`src/rtl/lhm_pkg.sv`:
```
// Shared types, widths and constant tables of the latency histogram monitor.
`default_nettype none

package lhm_pkg;

    // Field widths
    localparam int METRIC_W  = 4;   // holds any metric index up to sixteen metrics
    localparam int LAT_W     = 32;
    localparam int BUCKET_W  = 4;
    localparam int CNT_W     = 32;
    localparam int SUM_W     = 64;
    localparam int CENTER_W  = 23;

    // Running total of up to ten 32-bit bucket counts, plus one
    localparam int CUM_W     = 36;
    // Scaled compare width: running total times one hundred
    localparam int PROD_W    = 43;

    // Percentile scale factors
    localparam int PCT_SCALE = 100;
    localparam int PCT_P95   = 95;
    localparam int PCT_P99   = 99;

    localparam logic [CNT_W-1:0] CNT_MAX      = '1;
    localparam logic [LAT_W-1:0] MIN_RESET_US = 32'd999999000;

    // Configuration port
    localparam int PADDR_W   = 3;
    localparam int REG_IDX_W = PADDR_W - 2;
    localparam logic [REG_IDX_W-1:0] REG_ENABLE = 1'b0;

    // Bucket upper bounds in us; the last bucket is open ended
    localparam logic [LAT_W-1:0] BOUND_US [0:8] = '{
        32'd10000,  32'd25000,  32'd50000,   32'd100000, 32'd250000,
        32'd500000, 32'd1000000, 32'd2500000, 32'd5000000
    };

    // Bucket centers in us
    localparam logic [CENTER_W-1:0] CENTER_US [0:9] = '{
        23'd5000,   23'd17500,  23'd37500,   23'd75000,   23'd175000,
        23'd375000, 23'd750000, 23'd1750000, 23'd3750000, 23'd7500000
    };

    // One classified sample travelling from front to back
    typedef struct packed {
        logic [METRIC_W-1:0] metric;
        logic [LAT_W-1:0]    latency;
        logic [BUCKET_W-1:0] bucket;
    } item_t;

    // Back-end sequencer states
    typedef enum logic [1:0] {
        ST_IDLE,
        ST_STAT,
        ST_WALK,
        ST_EMIT
    } back_state_t;

endpackage

`default_nettype wire

```
`src/rtl/lhm_ram.sv`:
```
// Generic single-write, single-read RAM with registered read data.
`default_nettype none

module lhm_ram #(
    parameter int WIDTH = 32,
    parameter int DEPTH = 30
) (
    input  wire logic                     aclk,
    input  wire logic                     wr_en,
    input  wire logic [$clog2(DEPTH)-1:0] wr_addr,
    input  wire logic [WIDTH-1:0]         wr_data,
    input  wire logic                     rd_en,
    input  wire logic [$clog2(DEPTH)-1:0] rd_addr,
    output logic      [WIDTH-1:0]         rd_data
);

    logic [WIDTH-1:0] mem_reg [0:DEPTH-1];

    // Write port
    always_ff @(posedge aclk) begin
        if (wr_en) begin
            mem_reg[wr_addr] <= wr_data;
        end
    end

    // Registered read port
    always_ff @(posedge aclk) begin
        if (rd_en) begin
            rd_data <= mem_reg[rd_addr];
        end
    end

endmodule

`default_nettype wire

```
`src/rtl/lhm_front.sv`:
```
// Front end: takes samples, drops disabled or out-of-range ones, picks the bucket, queues.
`default_nettype none

module lhm_front #(
    parameter int NUM_METRICS = 3,
    parameter int NUM_BUCKETS = 10
) (
    input  wire logic                          aclk,
    input  wire logic                          aresetn,
    input  wire logic                          enable,
    input  wire logic                          s_valid,
    output logic                               s_ready,
    input  wire logic [1:0]                    s_metric,
    input  wire logic [lhm_pkg::LAT_W-1:0]     s_latency_us,
    output logic                               q_valid,
    output lhm_pkg::item_t                     q_item,
    input  wire logic                          q_pop
);

    localparam int QDEPTH = 2;
    localparam int QPTR_W = $clog2(QDEPTH);
    localparam int QCNT_W = $clog2(QDEPTH + 1);

    lhm_pkg::item_t           slot_reg [0:QDEPTH-1];
    logic [QPTR_W-1:0]        wr_ptr_reg;
    logic [QPTR_W-1:0]        rd_ptr_reg;
    logic [QCNT_W-1:0]        count_reg;
    logic [QCNT_W-1:0]        count_next;
    logic                     accept;
    logic                     in_range;
    logic                     push;
    logic [lhm_pkg::BUCKET_W-1:0] bucket;
    lhm_pkg::item_t           item;

    // Bucket pick: first bound the latency lies below, else the last bucket
    always_comb begin
        bucket = lhm_pkg::BUCKET_W'(NUM_BUCKETS - 1);
        for (int i = NUM_BUCKETS - 2; i >= 0; i--) begin
            if (s_latency_us < lhm_pkg::BOUND_US[i]) begin
                bucket = lhm_pkg::BUCKET_W'(i);
            end
        end
    end

    // Acceptance and filtering
    assign s_ready  = (count_reg != QCNT_W'(QDEPTH));
    assign accept   = s_valid && s_ready;
    assign in_range = (32'(s_metric) < NUM_METRICS);
    assign push     = accept && enable && in_range;

    always_comb begin
        item.metric  = lhm_pkg::METRIC_W'(s_metric);
        item.latency = s_latency_us;
        item.bucket  = bucket;
    end

    // Queue toward the back end
    assign q_valid = (count_reg != '0);
    assign q_item  = slot_reg[rd_ptr_reg];

    always_comb begin
        count_next = count_reg;
        if (push && !q_pop) begin
            count_next = count_reg + QCNT_W'(1);
        end else if (!push && q_pop) begin
            count_next = count_reg - QCNT_W'(1);
        end
    end

    always_ff @(posedge aclk) begin
        if (!aresetn) begin
            wr_ptr_reg <= '0;
            rd_ptr_reg <= '0;
            count_reg  <= '0;
        end else begin
            count_reg <= count_next;
            if (push) begin
                wr_ptr_reg <= wr_ptr_reg + QPTR_W'(1);
            end
            if (q_pop) begin
                rd_ptr_reg <= rd_ptr_reg + QPTR_W'(1);
            end
        end
    end

    always_ff @(posedge aclk) begin
        if (push) begin
            slot_reg[wr_ptr_reg] <= item;
        end
    end

    // Checks
    a_count_bound: assert property (@(posedge aclk) disable iff (!aresetn)
        count_reg <= QCNT_W'(QDEPTH))
        else $error("queue fill exceeds its depth");

    a_pop_nonempty: assert property (@(posedge aclk) disable iff (!aresetn)
        q_pop |-> q_valid)
        else $error("queue popped while empty");

endmodule

`default_nettype wire

```
`src/rtl/lhm_back.sv`:
```
// Back end: per-metric statistics update, bucket count update and percentile walk.
`default_nettype none

module lhm_back #(
    parameter int NUM_METRICS = 3,
    parameter int NUM_BUCKETS = 10
) (
    input  wire logic                             aclk,
    input  wire logic                             aresetn,
    input  wire logic                             q_valid,
    input  wire lhm_pkg::item_t                   q_item,
    output logic                                  q_pop,
    output logic                                  m_valid,
    input  wire logic                             m_ready,
    output logic [lhm_pkg::BUCKET_W-1:0]          m_bucket,
    output logic [lhm_pkg::CNT_W-1:0]             m_sample_count,
    output logic [lhm_pkg::LAT_W-1:0]             m_min_us,
    output logic [lhm_pkg::LAT_W-1:0]             m_max_us,
    output logic [lhm_pkg::SUM_W-1:0]             m_sum_us,
    output logic [lhm_pkg::CENTER_W-1:0]          m_p50_us,
    output logic [lhm_pkg::CENTER_W-1:0]          m_p95_us,
    output logic [lhm_pkg::CENTER_W-1:0]          m_p99_us
);

    localparam int MIDX_W = (NUM_METRICS > 1) ? $clog2(NUM_METRICS) : 1;
    localparam int DEPTH  = NUM_METRICS * NUM_BUCKETS;
    localparam int AW     = $clog2(DEPTH);
    localparam logic [lhm_pkg::BUCKET_W-1:0] LAST_IDX = lhm_pkg::BUCKET_W'(NUM_BUCKETS - 1);
    localparam logic [lhm_pkg::CENTER_W-1:0] TOP_CENTER = lhm_pkg::CENTER_US[NUM_BUCKETS - 1];

    function automatic logic [lhm_pkg::CNT_W-1:0] sat_inc(input logic [lhm_pkg::CNT_W-1:0] v);
        return (v == lhm_pkg::CNT_MAX) ? v : v + lhm_pkg::CNT_W'(1);
    endfunction

    // Sequencer
    lhm_pkg::back_state_t state_reg;
    lhm_pkg::back_state_t state_next;
    logic stat_load;
    logic walk_en;
    logic emit_load;
    logic walk_done;
    logic out_free;

    // Current item
    logic [MIDX_W-1:0]               metric_reg;
    logic [lhm_pkg::LAT_W-1:0]       lat_reg;
    logic [lhm_pkg::BUCKET_W-1:0]    bucket_reg;
    logic [AW-1:0]                   base_reg;

    // Per-metric statistics
    logic [lhm_pkg::CNT_W-1:0] cnt_arr_reg [0:NUM_METRICS-1];
    logic [lhm_pkg::LAT_W-1:0] min_arr_reg [0:NUM_METRICS-1];
    logic [lhm_pkg::LAT_W-1:0] max_arr_reg [0:NUM_METRICS-1];
    logic [lhm_pkg::SUM_W-1:0] sum_arr_reg [0:NUM_METRICS-1];

    logic [lhm_pkg::CNT_W-1:0] cnt_next;
    logic [lhm_pkg::LAT_W-1:0] min_next;
    logic [lhm_pkg::LAT_W-1:0] max_next;
    logic [lhm_pkg::SUM_W-1:0] sum_next;
    logic [lhm_pkg::SUM_W:0]   sum_wide;

    logic [lhm_pkg::CNT_W-1:0] res_cnt_reg;
    logic [lhm_pkg::LAT_W-1:0] res_min_reg;
    logic [lhm_pkg::LAT_W-1:0] res_max_reg;
    logic [lhm_pkg::SUM_W-1:0] res_sum_reg;

    // Walk pipeline: issue read, accumulate, compare
    logic                          issue_vld_reg;
    logic [lhm_pkg::BUCKET_W-1:0]  rd_idx_reg;
    logic                          b_vld_reg;
    logic [lhm_pkg::BUCKET_W-1:0]  b_idx_reg;
    logic                          c_vld_reg;
    logic [lhm_pkg::BUCKET_W-1:0]  c_idx_reg;
    logic                          vbit_reg;
    logic [DEPTH-1:0]              valid_reg;
    logic [lhm_pkg::CUM_W-1:0]     cum_reg;    // running total plus one
    logic [lhm_pkg::PROD_W-1:0]    k95_reg;
    logic [lhm_pkg::PROD_W-1:0]    k99_reg;
    logic                          f50_reg;
    logic                          f95_reg;
    logic                          f99_reg;
    logic [lhm_pkg::CENTER_W-1:0]  p50_reg;
    logic [lhm_pkg::CENTER_W-1:0]  p95_reg;
    logic [lhm_pkg::CENTER_W-1:0]  p99_reg;

    logic                          rd_en;
    logic [AW-1:0]                 rd_addr;
    logic                          wr_en;
    logic [AW-1:0]                 wr_addr;
    logic [lhm_pkg::CNT_W-1:0]     ram_rdata;
    logic [lhm_pkg::CNT_W-1:0]     b_data;
    logic [lhm_pkg::CNT_W-1:0]     b_val;
    logic [lhm_pkg::CUM_W:0]       cum_x2;
    logic [lhm_pkg::PROD_W-1:0]    cum_x100;
    logic                          hit50;
    logic                          hit95;
    logic                          hit99;

    // Output register
    logic                            m_valid_reg;
    logic [lhm_pkg::BUCKET_W-1:0]    m_bucket_reg;
    logic [lhm_pkg::CNT_W-1:0]       m_cnt_reg;
    logic [lhm_pkg::LAT_W-1:0]       m_min_reg;
    logic [lhm_pkg::LAT_W-1:0]       m_max_reg;
    logic [lhm_pkg::SUM_W-1:0]       m_sum_reg;
    logic [lhm_pkg::CENTER_W-1:0]    m_p50_reg;
    logic [lhm_pkg::CENTER_W-1:0]    m_p95_reg;
    logic [lhm_pkg::CENTER_W-1:0]    m_p99_reg;

    assign out_free  = !m_valid_reg || m_ready;
    assign walk_done = c_vld_reg && (c_idx_reg == LAST_IDX);

    // Next state
    always_comb begin
        state_next = state_reg;
        case (state_reg)
            lhm_pkg::ST_IDLE: begin
                if (q_valid) begin
                    state_next = lhm_pkg::ST_STAT;
                end
            end
            lhm_pkg::ST_STAT: begin
                state_next = lhm_pkg::ST_WALK;
            end
            lhm_pkg::ST_WALK: begin
                if (walk_done) begin
                    state_next = lhm_pkg::ST_EMIT;
                end
            end
            lhm_pkg::ST_EMIT: begin
                if (out_free) begin
                    state_next = lhm_pkg::ST_IDLE;
                end
            end
            default: begin
                state_next = lhm_pkg::ST_IDLE;
            end
        endcase
    end

    // Sequencer outputs
    always_comb begin
        q_pop     = 1'b0;
        stat_load = 1'b0;
        walk_en   = 1'b0;
        emit_load = 1'b0;
        case (state_reg)
            lhm_pkg::ST_IDLE: q_pop     = q_valid;
            lhm_pkg::ST_STAT: stat_load = 1'b1;
            lhm_pkg::ST_WALK: walk_en   = 1'b1;
            lhm_pkg::ST_EMIT: emit_load = out_free;
            default: begin
                q_pop = 1'b0;
            end
        endcase
    end

    // Saturating statistics update for the current metric
    always_comb begin
        cnt_next = sat_inc(cnt_arr_reg[metric_reg]);
        min_next = (lat_reg < min_arr_reg[metric_reg]) ? lat_reg : min_arr_reg[metric_reg];
        max_next = (lat_reg > max_arr_reg[metric_reg]) ? lat_reg : max_arr_reg[metric_reg];
        sum_wide = {1'b0, sum_arr_reg[metric_reg]} + (lhm_pkg::SUM_W + 1)'(lat_reg);
        sum_next = sum_wide[lhm_pkg::SUM_W] ? '1 : sum_wide[lhm_pkg::SUM_W-1:0];
    end

    // Bucket count memory access
    assign rd_en   = walk_en && issue_vld_reg;
    assign rd_addr = base_reg + AW'(rd_idx_reg);
    assign b_data  = vbit_reg ? ram_rdata : '0;
    assign b_val   = (b_idx_reg == bucket_reg) ? sat_inc(b_data) : b_data;
    assign wr_en   = walk_en && b_vld_reg && (b_idx_reg == bucket_reg);
    assign wr_addr = base_reg + AW'(b_idx_reg);

    lhm_ram #(
        .WIDTH (lhm_pkg::CNT_W),
        .DEPTH (DEPTH)
    ) u_counts (
        .aclk    (aclk),
        .wr_en   (wr_en),
        .wr_addr (wr_addr),
        .wr_data (b_val),
        .rd_en   (rd_en),
        .rd_addr (rd_addr),
        .rd_data (ram_rdata)
    );

    // Percentile tests: cum >= floor(cnt*k/100) <=> 100*(cum+1) > cnt*k
    assign cum_x2   = {cum_reg, 1'b0};
    assign cum_x100 = lhm_pkg::PROD_W'(cum_reg) * lhm_pkg::PROD_W'(lhm_pkg::PCT_SCALE);
    assign hit50    = cum_x2 > (lhm_pkg::CUM_W + 1)'(res_cnt_reg);
    assign hit95    = cum_x100 > k95_reg;
    assign hit99    = cum_x100 > k99_reg;

    // Control state and statistics
    always_ff @(posedge aclk) begin
        if (!aresetn) begin
            state_reg     <= lhm_pkg::ST_IDLE;
            issue_vld_reg <= 1'b0;
            b_vld_reg     <= 1'b0;
            c_vld_reg     <= 1'b0;
            m_valid_reg   <= 1'b0;
            valid_reg     <= '0;
            for (int i = 0; i < NUM_METRICS; i++) begin
                cnt_arr_reg[i] <= '0;
                min_arr_reg[i] <= lhm_pkg::MIN_RESET_US;
                max_arr_reg[i] <= '0;
                sum_arr_reg[i] <= '0;
            end
        end else begin
            state_reg <= state_next;
            if (stat_load) begin
                cnt_arr_reg[metric_reg] <= cnt_next;
                min_arr_reg[metric_reg] <= min_next;
                max_arr_reg[metric_reg] <= max_next;
                sum_arr_reg[metric_reg] <= sum_next;
            end
            // read issue
            if (stat_load) begin
                issue_vld_reg <= 1'b1;
            end else if (rd_en && (rd_idx_reg == LAST_IDX)) begin
                issue_vld_reg <= 1'b0;
            end
            b_vld_reg <= rd_en;
            c_vld_reg <= walk_en && b_vld_reg;
            if (wr_en) begin
                valid_reg[wr_addr] <= 1'b1;
            end
            // result register
            if (emit_load) begin
                m_valid_reg <= 1'b1;
            end else if (m_ready) begin
                m_valid_reg <= 1'b0;
            end
        end
    end

    // Datapath registers
    always_ff @(posedge aclk) begin
        if (q_pop) begin
            metric_reg <= MIDX_W'(q_item.metric);
            lat_reg    <= q_item.latency;
            bucket_reg <= q_item.bucket;
        end
        if (stat_load) begin
            base_reg    <= AW'(32'(metric_reg) * NUM_BUCKETS);
            res_cnt_reg <= cnt_next;
            res_min_reg <= min_next;
            res_max_reg <= max_next;
            res_sum_reg <= sum_next;
            rd_idx_reg  <= '0;
            cum_reg     <= lhm_pkg::CUM_W'(1);
            f50_reg     <= 1'b0;
            f95_reg     <= 1'b0;
            f99_reg     <= 1'b0;
            p50_reg     <= TOP_CENTER;
            p95_reg     <= TOP_CENTER;
            p99_reg     <= TOP_CENTER;
        end
        if (walk_en) begin
            k95_reg <= lhm_pkg::PROD_W'(res_cnt_reg) * lhm_pkg::PROD_W'(lhm_pkg::PCT_P95);
            k99_reg <= lhm_pkg::PROD_W'(res_cnt_reg) * lhm_pkg::PROD_W'(lhm_pkg::PCT_P99);
        end
        // issue stage
        if (rd_en) begin
            vbit_reg  <= valid_reg[rd_addr];
            b_idx_reg <= rd_idx_reg;
            if (rd_idx_reg != LAST_IDX) begin
                rd_idx_reg <= rd_idx_reg + lhm_pkg::BUCKET_W'(1);
            end
        end
        // accumulate stage
        if (walk_en && b_vld_reg) begin
            cum_reg   <= cum_reg + lhm_pkg::CUM_W'(b_val);
            c_idx_reg <= b_idx_reg;
        end
        // compare stage
        if (walk_en && c_vld_reg) begin
            if (!f50_reg && hit50) begin
                f50_reg <= 1'b1;
                p50_reg <= lhm_pkg::CENTER_US[c_idx_reg];
            end
            if (!f95_reg && hit95) begin
                f95_reg <= 1'b1;
                p95_reg <= lhm_pkg::CENTER_US[c_idx_reg];
            end
            if (!f99_reg && hit99) begin
                f99_reg <= 1'b1;
                p99_reg <= lhm_pkg::CENTER_US[c_idx_reg];
            end
        end
        if (emit_load) begin
            m_bucket_reg <= bucket_reg;
            m_cnt_reg    <= res_cnt_reg;
            m_min_reg    <= res_min_reg;
            m_max_reg    <= res_max_reg;
            m_sum_reg    <= res_sum_reg;
            m_p50_reg    <= p50_reg;
            m_p95_reg    <= p95_reg;
            m_p99_reg    <= p99_reg;
        end
    end

    assign m_valid        = m_valid_reg;
    assign m_bucket       = m_bucket_reg;
    assign m_sample_count = m_cnt_reg;
    assign m_min_us       = m_min_reg;
    assign m_max_us       = m_max_reg;
    assign m_sum_us       = m_sum_reg;
    assign m_p50_us       = m_p50_reg;
    assign m_p95_us       = m_p95_reg;
    assign m_p99_us       = m_p99_reg;

    // Checks
    a_emit_from_seq: assert property (@(posedge aclk) disable iff (!aresetn)
        $rose(m_valid_reg) |-> $past(state_reg == lhm_pkg::ST_EMIT))
        else $error("result shown without passing through the emit step");

    a_no_overwrite: assert property (@(posedge aclk) disable iff (!aresetn)
        emit_load |-> (!m_valid_reg || m_ready))
        else $error("pending result overwritten");

    a_write_in_walk: assert property (@(posedge aclk) disable iff (!aresetn)
        wr_en |-> (state_reg == lhm_pkg::ST_WALK) && (b_idx_reg == bucket_reg))
        else $error("count memory written outside the sample's bucket walk");

    a_walk_index: assert property (@(posedge aclk) disable iff (!aresetn)
        c_vld_reg |-> (c_idx_reg <= LAST_IDX))
        else $error("walk index beyond the last bucket");

endmodule

`default_nettype wire

```
`src/rtl/latency_histogram_monitor.sv`:
```
// Top level of the latency histogram monitor: config register, front end and back end.
//
// Usage
//   Input channel s_*: one latency sample per transfer (metric index, latency in us).
//   Result channel m_*: one transfer per recorded sample with the bucket hit, the
//   metric's count, min, max, sum and the bucket-center p50/p95/p99 estimates.
//   Samples that arrive while enable is low, or that name a metric past
//   NUM_METRICS-1, are taken and dropped without a result.
//   Config port: APB-style, register enable at byte address 0 (reset 1).
// Sequence
//   A recorded sample passes in the back end through the queue pop, the statistics
//   update, a walk over the metric's bucket counts in the count memory (one read
//   per cycle, then the accumulate and compare stages), and the load of the result
//   register. The back end takes no new sample from the queue until the last one
//   has gone into the result register. Dropped samples are handled in the front
//   end alone and never reach the back end.
// Reset and stall
//   aresetn clears all counts, sums and maxima, sets minima to 999999000 and
//   enables sampling; the block is ready right after reset. A stalled result
//   holds in the output register; the two-entry queue keeps taking samples
//   until it fills, then s_ready drops.
`default_nettype none

module latency_histogram_monitor #(
    parameter int NUM_METRICS = 3,
    parameter int NUM_BUCKETS = 10
) (
    input  wire logic                                aclk,
    input  wire logic                                aresetn,
    // configuration
    input  wire logic                                psel,
    input  wire logic                                penable,
    input  wire logic                                pwrite,
    input  wire logic [lhm_pkg::PADDR_W-1:0]         paddr,
    input  wire logic [31:0]                         pwdata,
    output logic      [31:0]                         prdata,
    output logic                                     pready,
    // samples
    input  wire logic                                s_valid,
    output logic                                     s_ready,
    input  wire logic [1:0]                          s_metric,
    input  wire logic [lhm_pkg::LAT_W-1:0]           s_latency_us,
    // results
    output logic                                     m_valid,
    input  wire logic                                m_ready,
    output logic [lhm_pkg::BUCKET_W-1:0]             m_bucket,
    output logic [lhm_pkg::CNT_W-1:0]                m_sample_count,
    output logic [lhm_pkg::LAT_W-1:0]                m_min_us,
    output logic [lhm_pkg::LAT_W-1:0]                m_max_us,
    output logic [lhm_pkg::SUM_W-1:0]                m_sum_us,
    output logic [lhm_pkg::CENTER_W-1:0]             m_p50_us,
    output logic [lhm_pkg::CENTER_W-1:0]             m_p95_us,
    output logic [lhm_pkg::CENTER_W-1:0]             m_p99_us
);

    logic                  enable_reg;
    logic                  cfg_wr;
    logic                  sel_enable;
    logic                  q_valid;
    logic                  q_pop;
    lhm_pkg::item_t        q_item;

    // Register decode
    assign pready     = 1'b1;
    assign sel_enable = (paddr[lhm_pkg::PADDR_W-1:2] == lhm_pkg::REG_ENABLE);
    assign cfg_wr     = psel && penable && pwrite && pready;
    assign prdata     = sel_enable ? {31'd0, enable_reg} : 32'd0;

    always_ff @(posedge aclk) begin
        if (!aresetn) begin
            enable_reg <= 1'b1;
        end else if (cfg_wr && sel_enable) begin
            enable_reg <= pwdata[0];
        end
    end

    lhm_front #(
        .NUM_METRICS (NUM_METRICS),
        .NUM_BUCKETS (NUM_BUCKETS)
    ) u_front (
        .aclk         (aclk),
        .aresetn      (aresetn),
        .enable       (enable_reg),
        .s_valid      (s_valid),
        .s_ready      (s_ready),
        .s_metric     (s_metric),
        .s_latency_us (s_latency_us),
        .q_valid      (q_valid),
        .q_item       (q_item),
        .q_pop        (q_pop)
    );

    lhm_back #(
        .NUM_METRICS (NUM_METRICS),
        .NUM_BUCKETS (NUM_BUCKETS)
    ) u_back (
        .aclk           (aclk),
        .aresetn        (aresetn),
        .q_valid        (q_valid),
        .q_item         (q_item),
        .q_pop          (q_pop),
        .m_valid        (m_valid),
        .m_ready        (m_ready),
        .m_bucket       (m_bucket),
        .m_sample_count (m_sample_count),
        .m_min_us       (m_min_us),
        .m_max_us       (m_max_us),
        .m_sum_us       (m_sum_us),
        .m_p50_us       (m_p50_us),
        .m_p95_us       (m_p95_us),
        .m_p99_us       (m_p99_us)
    );

endmodule

`default_nettype wire
```
`config.mk`:
```
export PLATFORM = sky130hd
export DESIGN_NAME = latency_histogram_monitor
export DESIGN_NICKNAME = d
export VERILOG_FILES = /design/src/rtl/lhm_pkg.sv /design/src/rtl/lhm_ram.sv /design/src/rtl/lhm_front.sv /design/src/rtl/lhm_back.sv /design/src/rtl/latency_histogram_monitor.sv
export SDC_FILE = /design/constraint.sdc
export NUM_CORES = 2
export LEC_CHECK = 0
export ABC_AREA = 1
export BUFFER_PORTS_ARGS = -buffer_cell sky130_fd_sc_hd__buf_2
export CAP_MARGIN = 20
export CORE_MARGIN = 1
export CORE_UTILIZATION = 40
export CTS_CLUSTER_DIAMETER = 200
export DETAILED_ROUTE_END_ITERATION = 7
export PLACE_DENSITY = 0.59
export SYNTH_ARGS = -nofsm -noshare
export SYNTH_HDL_FRONTEND = slang
export SYNTH_SLANG_ARGS = --single-unit
```
`constraint.sdc`:
```
create_clock -name aclk -period 22.2 [get_ports aclk]
set_input_delay 4.44 -clock aclk [delete_from_list [all_inputs] [get_ports aclk]]
set_output_delay 4.44 -clock aclk [all_outputs]
set_load 0.1 [all_outputs]
```
# Word level (Yosys, flattened, before mapping)
# Memory sizes are Yosys's and may differ from the RTL's. A register that Yosys moved wholly into a read port is not among the register bits.
# Cells that the tools add are included.
[totals] register_bits=637 ramBits=1516 mem_bits_ro=368 inputBits=76 out_inout_bits=268 mem_count=7
[classes] addsub=11 multipliers=4 magnitude_cmp=19 eq_ne=13 mux=80 bitwise=3 n_reduce_logical=36
[memory_table] memory="u_back.u_counts.mem_reg" depth=30 width=32 read_ports=1 rd_clocked_by_memory_dff=1 wr=1 line_no="lhm_ram.sv:17" source="logic [WIDTH-1:0] mem_reg [0:DEPTH-1];"
[memory_table] memory="(name not given)" depth=16 width=23 read_ports=1 rd_clocked_by_memory_dff=0 wr=0 line_no="lhm_back.sv:281" source="p50_reg <= lhm_pkg::CENTER_US[c_idx_reg];"
[memory_table] memory="u_back.sum_arr_reg" depth=3 width=64 read_ports=1 rd_clocked_by_memory_dff=0 wr=3 line_no="lhm_back.sv:54" source="logic [lhm_pkg::SUM_W-1:0] sum_arr_reg [0:NUM_METRICS-1];"
[memory_table] memory="u_back.cnt_arr_reg" depth=3 width=32 read_ports=1 rd_clocked_by_memory_dff=0 wr=3 line_no="lhm_back.sv:51" source="logic [lhm_pkg::CNT_W-1:0] cnt_arr_reg [0:NUM_METRICS-1];"
[memory_table] memory="u_back.max_arr_reg" depth=3 width=32 read_ports=1 rd_clocked_by_memory_dff=0 wr=3 line_no="lhm_back.sv:53" source="logic [lhm_pkg::LAT_W-1:0] max_arr_reg [0:NUM_METRICS-1];"
[memory_table] memory="u_back.min_arr_reg" depth=3 width=32 read_ports=1 rd_clocked_by_memory_dff=0 wr=3 line_no="lhm_back.sv:52" source="logic [lhm_pkg::LAT_W-1:0] min_arr_reg [0:NUM_METRICS-1];"
[memory_table] memory="1 more memories"
[op_table] op="two-way mux 32 bit" count=9
[op_table] op="two-way mux 23 bit" count=11
[op_table] op="two-way mux 64 bit" count=2
[op_table] op="OR reduction 32 bit" count=3
[op_table] op="greater-than comparator 43 x 39 -> 1 bit" count=2
[op_table] op="multiplier 32 x 7 -> 39 bit (second input constant)" count=2
[op_table] op="two-way mux 36 bit" count=2
[op_table] op="adder 64 x 32 -> 65 bit" count=1
[op_table] op="adder 32 x 1 -> 32 bit (second input constant)" count=2
[op_table] op="equality test 32 bit (second input constant)" count=2
[op_table] op="OR reduction 64 bit" count=1
[op_table] op="two-way mux 4 bit" count=11
[op_table] op="multiplier 36 x 5 -> 41 bit (second input constant)" count=1
[op_table] op="greater-than comparator 37 x 32 -> 1 bit" count=1
[op_table] op="adder 36 x 32 -> 36 bit" count=1
[op_table] op="two-way mux 1 bit" count=33
[op_table] op="greater-than comparator 32 bit" count=1
[op_table] op="less-than comparator 32 x 14 -> 1 bit (second input constant)" count=1
[op_table] op="less-than comparator 32 x 15 -> 1 bit (second input constant)" count=1
[op_table] op="less-than comparator 32 x 16 -> 1 bit (second input constant)" count=1
[op_table] op="less-than comparator 32 x 17 -> 1 bit (second input constant)" count=1
[op_table] op="less-than comparator 32 x 18 -> 1 bit (second input constant)" count=1
[op_table] op="less-than comparator 32 x 19 -> 1 bit (second input constant)" count=1
[op_table] op="less-than comparator 32 x 20 -> 1 bit (second input constant)" count=1
[op_table] op="other kinds (33)" count=74

# Logic depth before layout (Yosys ltp)
[logic_depth] depth_word=10 mapped_depth=33 ltp_nobuf=32

# Modules after synthesis
# Synthesis repeated with hierarchy kept, for this count alone.
[hier_totals] hier_cells=11548 hier_area_um2=119622.2
[by_module_without_submodules] module="lhm_back" n_inst=1 cells_per_inst=7846 area_each_um2=75484.9 seq_area_each_um2=38136.6
[by_module_without_submodules] module="lhm_ram" n_inst=1 cells_per_inst=3370 area_each_um2=40206.1 seq_area_each_um2=29788.6
[by_module_without_submodules] module="lhm_front" n_inst=1 cells_per_inst=287 area_each_um2=3621.0 seq_area_each_um2=2382.3
[by_module_without_submodules] module="latency_histogram_monitor" n_inst=1 cells_per_inst=45 area_each_um2=310.3 seq_area_each_um2=20.0

# Worst setup path after synthesis
# Ideal clock, no wire load.
[synth_timing] path_kind="input -> register" from="input m_ready" to="register u_back.m_bucket_reg (netlist bit u_back.m_bucket[0]), enable pin" t_arrival_ns=15.593 required_ns=21.297 slack_ns=5.704 stages=2 n_path_buf=0 path_cell_list="inv_1 > a21oi_1"
[synth_via] elab_chain_len=2
[synth_lines] element="start, declared" line_no="latency_histogram_monitor.sv:45" source="input wire logic m_ready,"
[synth_lines] element="logical OR 1 bit" line_no="lhm_back.sv:110" source="assign out_free = !m_valid_reg || m_ready;"
[synth_lines] element="two-way mux 1 bit" line_no="lhm_back.sv:147" source="case (state_reg)"
[synth_lines] element="named net u_back.emit_load" line_no="lhm_back.sv:40" source="logic emit_load;"
[synth_lines] element="end signal, assigned" line_no="lhm_back.sv:293" source="m_bucket_reg <= bucket_reg;"
[synth_lines] element="end, declared" line_no="lhm_back.sv:101" source="logic [lhm_pkg::BUCKET_W-1:0] m_bucket_reg;"
# The timed path passes the listed nets, and every way through them passes these cells.
# A chain may end at the register's enable or synchronous reset.

# Final worst setup path
[layout_timing] from="input paddr[2] (netlist name)" to="output prdata[0]"
[layout_via] elab_chain_len=1
[layout_lines] element="start, declared" line_no="latency_histogram_monitor.sv:34" source="input wire logic [lhm_pkg::PADDR_W-1:0] paddr,"
[layout_lines] element="two-way mux 1 bit" line_no="latency_histogram_monitor.sv:67" source="assign prdata = sel_enable ? {31'd0, enable_reg} : 32'd0;"
[layout_lines] element="end, declared" line_no="latency_histogram_monitor.sv:36" source="output logic [31:0] prdata,"
# No other way between the ends.

==> impl_metrics.toml <==
[timing]
tightest_slew_ns = 1.15
setup_viol = 0
min_period_ns = 9.54
finalCritPeriodShare_pct = 43.0
fmax_mhz = 105
tns_ns = 0
slew_headroom_pct = 23.4
drv_slew = 0
finalHoldViolCount = 0
rsz0062_at_grt = "false"
clock_skew_ns = 0.0654

[job]
maxCapViolCount = 0

[floorplanning]
boundaryPins = 344
core_area_sq_um = 291000
dieWidth_um = 543
die_y_um = 543
die_area_sq_um = 295000
start_util_pct = 40.3
num_rows = 198

[routing]
vias = 82596
dr.pass1.iters = 7
vias_per_cell = 5.39
wl_um = 351000
final_antenna_net_count = 0
drc_errors = 0
first_iter_violations = 8437
wire_per_inst_um = 22.9

[placement]
routabilityCongestion = 0.953
hpwlAfterDp_um = 229000
portBuffers = 278

[yosys]
syn_area_per_cell_sq_um = 10.8
syn_inst = 10878
netlist_area_sq_um = 117000
synthFlopType = "edfxtp_1"
synth_edf_count = 2262
ys_warn_count = 0
synth_cell_types = 63
ys_top_cells_by_area = "edfxtp_1 58%, ha_1 6.0%, nand2_1 5.7%"
synth_top_area_cell = "edfxtp_1"
ys_seq_area_share_pct = 59.9
async_flop_share_pct = 0
synth-seq-cells = 2379
synth_top_area_share_pct = 57.9

[critical_path]
slowest_stage = "buf_2"
max_stage_delay_ns = 0.44
crit_chain = "buf_2 > nor2_1 > buf_2"
crit_buf_inv = 2
cp-end-kind = "primary output"
cp.required_ns = 17.76
cp_top_family = "buffers and inverters"
critPathMaxFanout = 2
arrival_ns = 5.10
crit_type = "input port to primary output"
crit_top_cell = "buf_2"
crit_path_start_kind = "input port"

[final_layout]
ff_latch_area_sq_um = 70300
fill_cells = 26895
largest_register_ffs = 960
multiInputGateArea_sq_um = 40400
layout-drive-gt1-share_pct = 8.57
final_nets = 12018
final_cell_mix = "2262 x edfxtp_1, 1790 x nand2_1, 1392 x nor2_1"
area_growth_pct = 12.9
final_common_cell = "edfxtp_1"

[global_routing]
grt-ovfl-total = 0
track_usage_pct = 23.4
grt_max_degree = 136
grt_pass1_vias = 80602
antenna_found_initial = 31
grt_pass1_wl_um = 517000

[clock_network]
clock-sinks = 2379
clk_pin_slew_ns = 0.06
ctsResizeCount = 0
cts_buffers = 264
clock_path_buffers = 4
cts_setup_buffers = 0
root_buffer = "clkbuf_16"
htreeDepth = 5
insertion_delay_ns = 0.90
cts_hold_buffers = 0
cts_tree = "done"

[hold_path]
hold_class = "register to register"

[run_status]
status = "finished, final reports clean"
-- metal layers --
layer  wire length, um  vias up  track usage [%]
met2            164000     3327             38.0
met3             27000      522             3.53
met5               159        -            0.390
li1                  -    38096                -
met4             12400        2             8.48
met1            148000    40649             31.6
-- worst paths after layout --
kind	startpoint	cells past startpoint	end	slack, ns
setup / recovery	paddr[2]	3	prdata[0]	12.66
hold / removal	u_back.res_max_reg[3]	0	u_back.m_max_us[3]	0.41
setup reg to reg	u_back.metric_reg[1]	23	u_back.sum_arr_reg[2][21]	14.87
hold reg to reg	u_back.res_max_reg[3]	0	u_back.m_max_us[3]	0.41
-- synth_stat cells (4+ instances only) --
master	instances
xnor2_1	50
o31ai_1	8
a211oi_1	5
nor2_2	6
o221ai_1	176
o22ai_1	64
inv_2	24
fa_1	205
buf_4	42
a31oi_1	69
ha_1	566
o21bai_1	25
dfxtp_1	117
clkbuf_1	322
nor3_1	69
o21a_1	13
a21o_1	33
buf_2	33
inv_1	1391
nand3_1	423
or2_2	33
a32oi_1	31
nor4_1	25
xor2_1	126
a21boi_0	14
o211ai_1	40
nand3_2	23
nand2_2	12
a22o_1	50
a21oi_1	342
o21ai_0	695
edfxtp_1	2262
a221oi_1	59
a22oi_1	102
nand2_1	1795
nand4_1	84
buf_1	23
and2_1	13
nand3b_1	30
buf_6	9
o2111ai_1	4
nor2_1	1428
-- metrics by stage --
| step | instances | setup WS [ns] | utilization [%] | hold WS (ns) | cell area [sq um] |
|---|---|---|---|---|---|
| global placement | 14788 | 12.68 | 42.3 | 0.405 | 123000 |
| CTS | 15268 | 12.66 | 45.3 | 0.405 | 132000 |
| floorplan | 10908 | 5.70 | - | 0.400 | 117000 |
| detailed placement | 14789 | 12.69 | 42.3 | 0.405 | 123000 |
| global route | 15309 | 12.65 | 45.5 | 0.420 | 132000 |
| finish | 15316 | 12.66 | 45.5 | 0.408 | 132000 |
-- cell families after synthesis --
group | count (synthesis) | share of synthesized area, %
and+or+nand+nor | 3954 | 13.9
DFF | 2379 | 59.9
buffers and inverters | 1846 | 6.14
AOI/OAI and AO/OA | 1747 | 9.21
adders and majority gates | 771 | 9.54
xor gates and xnor gates | 176 | 1.31
muxes | 3 | 0.0256
other | 2 | 0.00640
-- area by class of cell --
cell class,count,share of cell area (%)
timing repair buffer,426,2.18
clock buffer,313,5.20
tap,3900,3.68
multi-input combinational,6683,30.5
sequential,2379,53.1
antenna,32,0.0605
inverter,1417,4.04
clock inverter,166,1.31
Power is left out: the tool's default activity adds up to more than one toggle a clock period on the data nets, which glitch-free logic cannot reach.
